### src/hdl/hc_pkg.sv
package hc_pkg;

   localparam int unsigned CHAR_IN_W  = 8;
   localparam int unsigned CHAR_OUT_W = 7;
   localparam int unsigned LETTER_W   = 5;
   localparam int unsigned KEY_W      = 5;
   localparam int unsigned CSR_IDX_W  = 2;
   localparam int unsigned SUM_W      = 11;
   localparam int unsigned QUO_W      = 6;
   localparam int unsigned RECIP_W    = 12;
   localparam int unsigned PROD_W     = SUM_W + RECIP_W;
   localparam int unsigned RECIP_SH   = 16;

   localparam logic [CHAR_IN_W-1:0]  ASCII_A_IN  = 8'd65;
   localparam logic [CHAR_IN_W-1:0]  ASCII_Z_IN  = 8'd90;
   localparam logic [CHAR_OUT_W-1:0] ASCII_A_OUT = 7'd65;
   localparam logic [SUM_W-1:0]      ALPHA       = 11'd26;
   localparam logic [RECIP_W-1:0]    RECIP       = 12'd2521;

   localparam logic [KEY_W-1:0] KEY_A_RST = 5'd1;
   localparam logic [KEY_W-1:0] KEY_B_RST = 5'd2;
   localparam logic [KEY_W-1:0] KEY_C_RST = 5'd3;
   localparam logic [KEY_W-1:0] KEY_D_RST = 5'd5;

   typedef enum logic [CSR_IDX_W-1:0] {
      CSR_KEY_A = 2'd0,
      CSR_KEY_B = 2'd1,
      CSR_KEY_C = 2'd2,
      CSR_KEY_D = 2'd3
   } csr_index_type;

   typedef struct packed {
      logic [KEY_W-1:0] ka;
      logic [KEY_W-1:0] kb;
      logic [KEY_W-1:0] kc;
      logic [KEY_W-1:0] kd;
   } key_type;

   typedef struct packed {
      logic [LETTER_W-1:0] p0;
      logic [LETTER_W-1:0] p1;
      logic                single;
      logic                last;
   } job_type;

   function automatic logic [LETTER_W-1:0] letter_value(input logic [CHAR_IN_W-1:0] b);
      logic [CHAR_IN_W-1:0] d;
      d = b - ASCII_A_IN;
      if (b >= ASCII_A_IN && b <= ASCII_Z_IN) begin
         return d[LETTER_W-1:0];
      end
      return '0;
   endfunction

endpackage

### src/hdl/hc_if.sv
interface hc_req_if;
   logic                           valid;
   logic                           ready;
   logic [hc_pkg::CHAR_IN_W-1:0]   char_in;
   logic                           msg_end;

   modport source (output valid, output char_in, output msg_end, input ready);
   modport sink (input valid, input char_in, input msg_end, output ready);
endinterface

interface hc_rsp_if;
   logic                           valid;
   logic                           ready;
   logic [hc_pkg::CHAR_OUT_W-1:0]  char_out;
   logic                           out_last;

   modport source (output valid, output char_out, output out_last, input ready);
   modport sink (input valid, input char_out, input out_last, output ready);
endinterface

### src/hdl/hill_cipher_2x2_letters.sv
// A completed pair is pushed into the job queue as one job, which then passes the stage
// registers s1, s2 and s3; its second letter is offered once the first is taken.
// Throughput: one item per cycle, set by the single result register that hands out one
// letter per cycle unless stalled; a four-entry job queue splits input from arithmetic.
// Reset is synchronous and active high; it clears the held letter, the queue and the
// pipeline, and loads the key registers with 1, 2, 3 and 5.
module hill_cipher_2x2_letters #(
   parameter int unsigned QUEUE_DEPTH = 4
) (
   input  logic                      clock,
   input  logic                      reset,
   hc_req_if.sink                    req_ch,
   hc_rsp_if.source                  rsp_ch,
   input  logic                      csr_we,
   input  logic [hc_pkg::CSR_IDX_W-1:0] csr_index,
   input  logic [hc_pkg::KEY_W-1:0]  csr_wdata
);
   import hc_pkg::*;

   key_type keys_ff, keys_in;
   logic    push, q_full, head_valid, pop;
   job_type job, head;

   always_comb begin
      keys_in = keys_ff;
      if (csr_we) begin
         unique case (csr_index)
            CSR_KEY_A: keys_in.ka = csr_wdata;
            CSR_KEY_B: keys_in.kb = csr_wdata;
            CSR_KEY_C: keys_in.kc = csr_wdata;
            CSR_KEY_D: keys_in.kd = csr_wdata;
         endcase
      end
   end

   always_ff @(posedge clock) begin
      if (reset) begin
         keys_ff <= '{ka: KEY_A_RST, kb: KEY_B_RST, kc: KEY_C_RST, kd: KEY_D_RST};
      end else begin
         keys_ff <= keys_in;
      end
   end

   hc_front u_front (
      .clock  (clock),
      .reset  (reset),
      .req_ch (req_ch),
      .q_full (q_full),
      .push   (push),
      .job    (job)
   );

   hc_fifo #(
      .DEPTH (QUEUE_DEPTH)
   ) u_fifo (
      .clock     (clock),
      .reset     (reset),
      .push      (push),
      .wr_job    (job),
      .pop       (pop),
      .full      (q_full),
      .not_empty (head_valid),
      .head      (head)
   );

   hc_back u_back (
      .clock      (clock),
      .reset      (reset),
      .keys       (keys_ff),
      .head_valid (head_valid),
      .head       (head),
      .pop        (pop),
      .rsp_ch     (rsp_ch)
   );

endmodule

### src/hdl/hc_front.sv
module hc_front (
   input  logic            clock,
   input  logic            reset,
   hc_req_if.sink          req_ch,
   input  logic            q_full,
   output logic            push,
   output hc_pkg::job_type job
);
   import hc_pkg::*;

   logic                have_held_ff, have_held_in;
   logic [LETTER_W-1:0] held_ff, held_in;
   logic                take;
   logic [LETTER_W-1:0] p;

   assign req_ch.ready = !q_full;
   assign take         = req_ch.valid && !q_full;
   assign p            = letter_value(req_ch.char_in);

   always_comb begin
      have_held_in = have_held_ff;
      held_in      = held_ff;
      push         = 1'b0;
      job          = '{p0: held_ff, p1: p, single: 1'b0, last: req_ch.msg_end};
      if (take) begin
         if (have_held_ff) begin
            push         = 1'b1;
            have_held_in = 1'b0;
            held_in      = '0;
         end else if (req_ch.msg_end) begin
            push = 1'b1;
            job  = '{p0: p, p1: '0, single: 1'b1, last: 1'b1};
         end else begin
            have_held_in = 1'b1;
            held_in      = p;
         end
      end
   end

   always_ff @(posedge clock) begin
      if (reset) begin
         have_held_ff <= 1'b0;
         held_ff      <= '0;
      end else begin
         have_held_ff <= have_held_in;
         held_ff      <= held_in;
      end
   end

endmodule

### src/hdl/hc_fifo.sv
module hc_fifo #(
   parameter int unsigned DEPTH = 4
) (
   input  logic            clock,
   input  logic            reset,
   input  logic            push,
   input  hc_pkg::job_type wr_job,
   input  logic            pop,
   output logic            full,
   output logic            not_empty,
   output hc_pkg::job_type head
);
   import hc_pkg::*;

   localparam int unsigned PTR_W = (DEPTH > 1) ? $clog2(DEPTH) : 1;
   localparam int unsigned CNT_W = $clog2(DEPTH + 1);
   localparam logic [PTR_W-1:0] LAST_PTR = PTR_W'(DEPTH - 1);
   localparam logic [CNT_W-1:0] FULL_CNT = CNT_W'(DEPTH);

   job_type          mem_ff [DEPTH];
   logic [PTR_W-1:0] wr_ptr_ff, wr_ptr_in;
   logic [PTR_W-1:0] rd_ptr_ff, rd_ptr_in;
   logic [CNT_W-1:0] count_ff, count_in;
   logic             do_push, do_pop;

   assign full      = (count_ff == FULL_CNT);
   assign not_empty = (count_ff != '0);
   assign head      = mem_ff[rd_ptr_ff];
   assign do_push   = push && !full;
   assign do_pop    = pop && not_empty;

   always_comb begin
      wr_ptr_in = wr_ptr_ff;
      rd_ptr_in = rd_ptr_ff;
      count_in  = count_ff;
      if (do_push) begin
         wr_ptr_in = (wr_ptr_ff == LAST_PTR) ? '0 : wr_ptr_ff + 1'b1;
      end
      if (do_pop) begin
         rd_ptr_in = (rd_ptr_ff == LAST_PTR) ? '0 : rd_ptr_ff + 1'b1;
      end
      if (do_push && !do_pop) begin
         count_in = count_ff + 1'b1;
      end else if (do_pop && !do_push) begin
         count_in = count_ff - 1'b1;
      end
   end

   always_ff @(posedge clock) begin
      if (reset) begin
         wr_ptr_ff <= '0;
         rd_ptr_ff <= '0;
         count_ff  <= '0;
      end else begin
         wr_ptr_ff <= wr_ptr_in;
         rd_ptr_ff <= rd_ptr_in;
         count_ff  <= count_in;
      end
   end

   always_ff @(posedge clock) begin
      if (do_push) begin
         mem_ff[wr_ptr_ff] <= wr_job;
      end
   end

endmodule

### src/hdl/hc_back.sv
module hc_back (
   input  logic            clock,
   input  logic            reset,
   input  hc_pkg::key_type keys,
   input  logic            head_valid,
   input  hc_pkg::job_type head,
   output logic            pop,
   hc_rsp_if.source        rsp_ch
);
   import hc_pkg::*;

   logic               s1_valid_ff, s1_valid_in;
   logic [SUM_W-1:0]   s1_sum0_ff, s1_sum1_ff;
   logic               s1_single_ff, s1_last_ff;

   logic               s2_valid_ff, s2_valid_in;
   logic [SUM_W-1:0]   s2_sum0_ff, s2_sum1_ff;
   logic [QUO_W-1:0]   s2_quo0_ff, s2_quo1_ff;
   logic               s2_single_ff, s2_last_ff;

   logic                s3_valid_ff, s3_valid_in;
   logic                s3_second_ff, s3_second_in;
   logic [LETTER_W-1:0] s3_let0_ff, s3_let1_ff;
   logic                s3_single_ff, s3_last_ff;

   logic [SUM_W-1:0]  sum0, sum1;
   logic [PROD_W-1:0] prod0, prod1;
   logic [SUM_W-1:0]  rem0, rem1;
   logic              take, final_letter, adv;

   assign sum0 = SUM_W'(keys.ka) * SUM_W'(head.p0) + SUM_W'(keys.kb) * SUM_W'(head.p1);
   assign sum1 = SUM_W'(keys.kc) * SUM_W'(head.p0) + SUM_W'(keys.kd) * SUM_W'(head.p1);

   assign prod0 = PROD_W'(s1_sum0_ff) * PROD_W'(RECIP);
   assign prod1 = PROD_W'(s1_sum1_ff) * PROD_W'(RECIP);

   assign rem0 = s2_sum0_ff - SUM_W'(s2_quo0_ff) * ALPHA;
   assign rem1 = s2_sum1_ff - SUM_W'(s2_quo1_ff) * ALPHA;

   assign take         = s3_valid_ff && rsp_ch.ready;
   assign final_letter = s3_single_ff || s3_second_ff;
   assign adv          = !s3_valid_ff || (take && final_letter);
   assign pop          = adv && head_valid;

   assign s1_valid_in  = adv ? head_valid : s1_valid_ff;
   assign s2_valid_in  = adv ? s1_valid_ff : s2_valid_ff;
   assign s3_valid_in  = adv ? s2_valid_ff : s3_valid_ff;
   assign s3_second_in = adv ? 1'b0 : (s3_second_ff || take);

   assign rsp_ch.valid    = s3_valid_ff;
   assign rsp_ch.char_out = ASCII_A_OUT + CHAR_OUT_W'(s3_second_ff ? s3_let1_ff : s3_let0_ff);
   assign rsp_ch.out_last = s3_second_ff ? s3_last_ff : (s3_single_ff && s3_last_ff);

   always_ff @(posedge clock) begin
      if (reset) begin
         s1_valid_ff  <= 1'b0;
         s2_valid_ff  <= 1'b0;
         s3_valid_ff  <= 1'b0;
         s3_second_ff <= 1'b0;
      end else begin
         s1_valid_ff  <= s1_valid_in;
         s2_valid_ff  <= s2_valid_in;
         s3_valid_ff  <= s3_valid_in;
         s3_second_ff <= s3_second_in;
      end
   end

   always_ff @(posedge clock) begin
      if (adv) begin
         s1_sum0_ff   <= sum0;
         s1_sum1_ff   <= sum1;
         s1_single_ff <= head.single;
         s1_last_ff   <= head.last;
         s2_sum0_ff   <= s1_sum0_ff;
         s2_sum1_ff   <= s1_sum1_ff;
         s2_quo0_ff   <= prod0[RECIP_SH +: QUO_W];
         s2_quo1_ff   <= prod1[RECIP_SH +: QUO_W];
         s2_single_ff <= s1_single_ff;
         s2_last_ff   <= s1_last_ff;
         s3_let0_ff   <= rem0[LETTER_W-1:0];
         s3_let1_ff   <= rem1[LETTER_W-1:0];
         s3_single_ff <= s2_single_ff;
         s3_last_ff   <= s2_last_ff;
      end
   end

endmodule

### src/flat_wrapper.sv
// flat-port wrapper written by rule: the top's interface ports become plain ports
module hill_cipher_2x2_letters_flat import hc_pkg::*;
#(
   parameter int unsigned QUEUE_DEPTH = 4
)
  (clock, reset, csr_we, csr_index, csr_wdata, req_ch_valid, req_ch_char_in, req_ch_msg_end, req_ch_ready, rsp_ch_valid, rsp_ch_char_out, rsp_ch_out_last, rsp_ch_ready);
  hc_req_if req_ch_i ();
  hc_rsp_if rsp_ch_i ();
  input  logic clock;
  input  logic reset;
  input  logic csr_we;
  input  logic [hc_pkg::CSR_IDX_W-1:0] csr_index;
  input  logic [hc_pkg::KEY_W-1:0] csr_wdata;
  input wire logic [$bits(req_ch_i.valid)-1:0] req_ch_valid;
  input wire logic [$bits(req_ch_i.char_in)-1:0] req_ch_char_in;
  input wire logic [$bits(req_ch_i.msg_end)-1:0] req_ch_msg_end;
  output wire logic [$bits(req_ch_i.ready)-1:0] req_ch_ready;
  output wire logic [$bits(rsp_ch_i.valid)-1:0] rsp_ch_valid;
  output wire logic [$bits(rsp_ch_i.char_out)-1:0] rsp_ch_char_out;
  output wire logic [$bits(rsp_ch_i.out_last)-1:0] rsp_ch_out_last;
  input wire logic [$bits(rsp_ch_i.ready)-1:0] rsp_ch_ready;
  assign req_ch_i.valid = req_ch_valid;
  assign req_ch_i.char_in = req_ch_char_in;
  assign req_ch_i.msg_end = req_ch_msg_end;
  assign req_ch_ready = req_ch_i.ready;
  assign rsp_ch_valid = rsp_ch_i.valid;
  assign rsp_ch_char_out = rsp_ch_i.char_out;
  assign rsp_ch_out_last = rsp_ch_i.out_last;
  assign rsp_ch_i.ready = rsp_ch_ready;
  hill_cipher_2x2_letters #(.QUEUE_DEPTH(QUEUE_DEPTH)) u_core (.clock(clock), .reset(reset), .req_ch(req_ch_i), .rsp_ch(rsp_ch_i), .csr_we(csr_we), .csr_index(csr_index), .csr_wdata(csr_wdata));
endmodule
### config.mk
export PLATFORM = sky130hd
export DESIGN_NAME = hill_cipher_2x2_letters_flat
export DESIGN_NICKNAME = d
export VERILOG_FILES = /design/src/hdl/hc_pkg.sv /design/src/hdl/hc_if.sv /design/src/hdl/hill_cipher_2x2_letters.sv /design/src/hdl/hc_front.sv /design/src/hdl/hc_fifo.sv /design/src/hdl/hc_back.sv /design/src/flat_wrapper.sv
export SDC_FILE = /design/constraint.sdc
export NUM_CORES = 1
export LEC_CHECK = 0
export ABC_CLOCK_PERIOD_IN_PS = 8000
export BUFFER_PORTS_ARGS = -buffer_cell sky130_fd_sc_hd__clkbuf_2
export CORE_UTILIZATION = 45
export CTS_BUF_LIST = sky130_fd_sc_hd__clkbuf_8
export DETAILED_ROUTE_END_ITERATION = 16
export PLACE_DENSITY = 0.61
export SETUP_SLACK_MARGIN = 0.4
export SLEW_MARGIN = 20
export SYNTH_ARGS = -nofsm -noshare
export SYNTH_HDL_FRONTEND = slang
export SYNTH_SLANG_ARGS = --single-unit
### constraint.sdc
create_clock -name clock -period 8 [get_ports clock]
set_clock_uncertainty 0.2 [all_clocks]
set_input_delay 0.4 -clock clock [delete_from_list [all_inputs] [get_ports clock]]
set_output_delay 0.4 -clock clock [all_outputs]
set_load 0.02 [all_outputs]
Yosys cells after proc, flatten, opt, wreduce, memory -nomap -nowiden
Memory sizes are Yosys's and may differ from the RTL's. A register that Yosys moved wholly into a read port is not among the register bits.
Cells that the tools add are included.
Storage, ports and cells
  memories kept: 1
  bits in writable memories: 48
  bits in registers: 97
  logic and storage cells: 104
Cells by class
  $add $sub $neg: 10
  $mul: 8
  reductions and logical operators: 26
  muxes and demuxes: 23
  equal/unequal tests: 7
  $lt $le $gt $ge: 2
Memories
  u_core.u_fifo.mem_ff: depth 4, width 12, rd ports 1, clocked after memory_dff 1, wr ports 1, line hc_fifo.sv:20  | job_type mem_ff [DEPTH];
Operator list (number)
  $mul 11x12->22 const B: 2
  $mul 5x5->10: 4
  $mux 12: 3
  $mux 5: 5
  $add 10x10->11: 2
  $mul 6x4->4 const B: 2
  $logic_and 1x1->1: 10
  $reduce_and 2->1: 5
  $sub 5x5->5: 2
  $mux 1: 9
  $eq 2x2->1 const B: 4
  $ge 8x7->1 const B: 1
  $le 8x7->1 const B: 1
  $mux 2: 4
  $add 7x5->7 const A: 1
  $mux 3: 2
  $sub 5x1->5 const B: 1
  $add 2x1->2 const B: 2
  $logic_not 1->1: 4
  $add 3x1->3 const B: 1
  $eq 3x3->1 const B: 1
  $logic_or 1x1->1: 3
  $reduce_bool 3->1: 1
  $sub 3x1->3 const B: 1
  5 further kinds: 5

Longest topological paths before layout
  depth in word-level cells: 9
  depth in mapped cells: 20

Modules after synthesis
A second synthesis with hierarchy kept.
Second synthesis, totals
  cells, all modules: 1142
  area total of the unflattened synthesis: 13061.3 µm²
Modules (own cells, without submodules)
  hc_back: sequential area each 1761.7 µm², cells an instance 886, area each 9479.1 µm², instances 1
  hc_fifo: sequential area each 1621.6 µm², cells an instance 112, area each 2220.9 µm², instances 1
  hill_cipher_2x2_letters: sequential area each 400.4 µm², cells an instance 78, area each 812.0 µm², instances 1
  hc_front: sequential area each 120.1 µm², cells an instance 66, area each 549.3 µm², instances 1

Worst setup path after synthesis
No wires, ideal clock.
  kind: register -> register
  start point: register with a tool-made name
  end point: register u_core.u_back.s1_sum1_ff[10], data pin
  period minus slack after synthesis: 5.727 ns
  arrival time: 5.265 ns
  path slack: 2.273 ns
  cell stages (with the launch flop): 19
  cells stage by stage: dfxtp_1 > buf_4 > mux4_2 > and2_1 > fa_1 > inv_1 > fa_1 > inv_1 > fa_1 > fa_1 > inv_1 > fa_1 > inv_1 > ha_1 > o21a_1 > a2111oi_2 > o21bai_1 > a21oi_1 > xor2_1
RTL lines
  to (signal assigned): line hc_back.sv:71  | s1_sum1_ff <= sum1;
  to (decl): line hc_back.sv:13  | logic [SUM_W-1:0] s1_sum0_ff, s1_sum1_ff;

==> metrics <==
status finished, final reports clean; core area 28000 um2; ranking of synthesized cells by area edfxtp_1 (24%), fa_1 (21%), ha_1 (19%); die width 171 um; DRC errors left 0; synthesized instance count 1145; Num CTS Buffers 17; via count 7752; Port Buffer Count 29; worst path buffer plus inverter count 4; cell repeated most along the worst path fa_1; TritonCTS clock tree done; HPWL Detailed 19000 um; layout cell share with drive strength beyond 1 7.24%; Final Max Tran Viols 0; pin count of the biggest net entering global routing 59; wire length per cell 14.6 um; first-pass GRT wire length 39300 um; Die ar. 29300 um2; Max Clock Freq 161 MHz; final net count 1546; CP Data Arrival Time 6.27 ns; DR vias/cell 4.91; final setup TNS 0 ns; Tmin final 6.23 ns; Min-Delay Path Class primary input to register; DRT antenna net count 0; Final Hold Fails 0; die height 171 um; syn avg cell area 11.3 um2; maxcap violations 0; met1 wire length 10600 um; Syn-to-layout area delta 7.86%; CTS max path bufs 2; Critical Path RT 8.04 ns; crit path kind register to register; gp weighted congestion 0.816; CP Max Fanout 12; # setup viols final 0; final wirelength 23100 um; I/O pins 31; RSZ-0062 raised after global routing false; Worst Tran Pin Value 0.856 ns; initial DRC count 309; Rel. slew slack 42.9%; number of antenna violations at the first check in global routing 1; Critical-path top delay cell dfxtp_1; crit end category register; area leader, netlist edfxtp_1; WL met2 11600 um; hold buffers post-CTS 2; Fillers 2536; latest clock arrival within the worst-skew pair 0.47 ns; clk slew on worst S/H paths 0.11 ns; crit path cell chain mux4_2 > and2_1 > fa_1 > inv_1 > fa_1 > inv_1 > fa_1 > fa_1 > inv_1 > fa_1 > inv_1 > ha_1 > o21a_1 > a2111oi_2 > o21bai_1 > a21oi_1 > xor2_1; crit start category register; worst reg2reg setup slack 1.77 ns; Yosys top cell area share 24.2%; Num Clock Sinks 143; row cnt 61; diode count 0; DR WL met3 572 um; Netlist cell types 54; vias in the first global route 8123; Async SR Flop Fraction 0%; Post-CTS Resized 0; GRT Util Overall 17.2%; Net Count, Synth 1503; register area share after synthesis 30.3%; EDFF count, synth 104; DRT Pass-1 Iters 4; hold path start csr_wdata[1]; total congestion overflow 0; Top FF cell, synth edfxtp_1; Starting Density 46.0%; Mapped Area 12900 um2; slowest stage delay, CP 0.85 ns; post-CTS setup repair buffer count 0; uppermost routed layer met5; Root Driver clkbuf_8; flops & latches, synth 143; depth of the CTS H-tree 4; cell family with most CP delay adder cells; Yosys warnings 0; Tcrit/Tclk final 77.9%
==> tightest hold or removal path, stage by stage <==
cell and delay, ns:
clkbuf_2 0.11, mux2i_1 0.07, nor2_1 0.08
==> placed cells by master, fill, tap and decap left out, types with 3 or more instances in the layout <==
cell        count
a211o_1         6
a21o_1          9
a21oi_1        34
a2bb2oi_1       6
and2_1         71
clkbuf_2       29
clkbuf_8       17
clkinvlp_4      3
dfxtp_1        39
edfxtp_1      104
fa_1          137
ha_1          200
inv_1         234
inv_6           5
inv_8           4
mux2i_1        18
mux4_2         12
nand2_1        61
nand2b_1        9
nand3_1        11
nand3b_1        3
nor2_1         55
nor2b_1         7
nor3_1          5
o21a_1          4
o21ai_0        12
o21ai_1         4
o21bai_1        6
o31ai_1         6
xnor2_1        37
xor2_1         14
==> per-layer routing <==
layer / GRT usage, % / up-vias
met5: 0 / -
met4: 4.62 / 2
met3: 2.95 / 28
met2: 30.6 / 81
met1: 21.6 / 3798
li1: - / 3843
==> cell usage after synthesis (all sizes together) (2+ instances only) <==
library cell,count
a221oi,2
o31ai,6
xnor2,37
a211oi,2
nor3,5
nor2b,8
fa,137
xor2,14
nor3b,2
nor4,2
o21a,4
nand2,63
inv,234
a211o,6
and2,71
a2bb2oi,6
buf,6
ha,200
nand3,11
o211ai,3
mux4,12
a2111oi,2
nand3b,3
nor2,56
nand4,2
a21o,9
nand2b,9
a21oi,34
o21bai,6
dfxtp,39
mux2i,18
edfxtp,104
o21ai,16
clkbuf,3
==> kinds of logic (layout without fill, tap and decap cells) <==
group / after synthesis / after routing / synth area share [%]
multiplexers: 30 / 30 / 3.49
adder cells (fa/ha/maj): 337 / 337 / 40.7
AO/OA/AOI/OAI: 103 / 103 / 5.59
AND/OR/NAND/NOR: 237 / 237 / 9.32
buffers and inverters: 243 / 299 / 7.14
XOR/XNOR: 51 / 51 / 3.46
flip-flops: 143 / 143 / 30.3
other: 1 / 1 / 0.0291
==> through the flow <==
stage | util, % | cell area (um2) | worst slack [ns] | hold slack, ns | std cells
after detailed placement | 48.1 | 13500 | 1.65 | 0.207 | 1545
after global placement | 48.1 | 13500 | 1.69 | 0.203 | 1545
after global routing | 49.6 | 13900 | 1.38 | 0.0366 | 1579
after floorplan | - | 12900 | 2.27 | 0.200 | 1145
after CTS | 49.6 | 13900 | 1.67 | 0.00990 | 1579
final | 49.6 | 13900 | 1.77 | 0.0409 | 1579
==> registers in the layout, indices dropped and copies added (netlist names), 4 cells and up, named ones only <==
signal,count
u_core.keys_ff,20
u_core.u_back.s1_sum0_ff,11
u_core.u_back.s1_sum1_ff,11
u_core.u_back.s2_quo0_ff,4
u_core.u_back.s2_quo1_ff,4
u_core.u_back.s2_sum0_ff,5
u_core.u_back.s2_sum1_ff,5
u_core.u_back.s3_let0_ff,5
u_core.u_back.s3_let1_ff,5
u_core.u_fifo.mem_ff,48
u_core.u_front.held_ff,5
==> cell type report <==
cell class	count	area, um2	area share, %
multi-input cells	759	8070	58.0
flip-flops and latches	143	3900	28.1
inverters	234	878	6.32
well taps	378	473	3.40
clock buffers	17	234	1.68
repair buffers	33	180	1.30
clock inverters	15	166	1.20
==> final timing paths <==
kind / endpoint / depth (start not counted)
max: u_core.u_back.s1_sum1_ff[10] / 17
min: u_core.keys_ff[16] / 3
max reg2reg: u_core.u_back.s1_sum1_ff[10] / 17
min reg2reg: u_core.u_back.s3_last_ff / 0
Power is not shown: default switching activity piles up to over one toggle a cycle in this logic, so the estimate is an artifact.
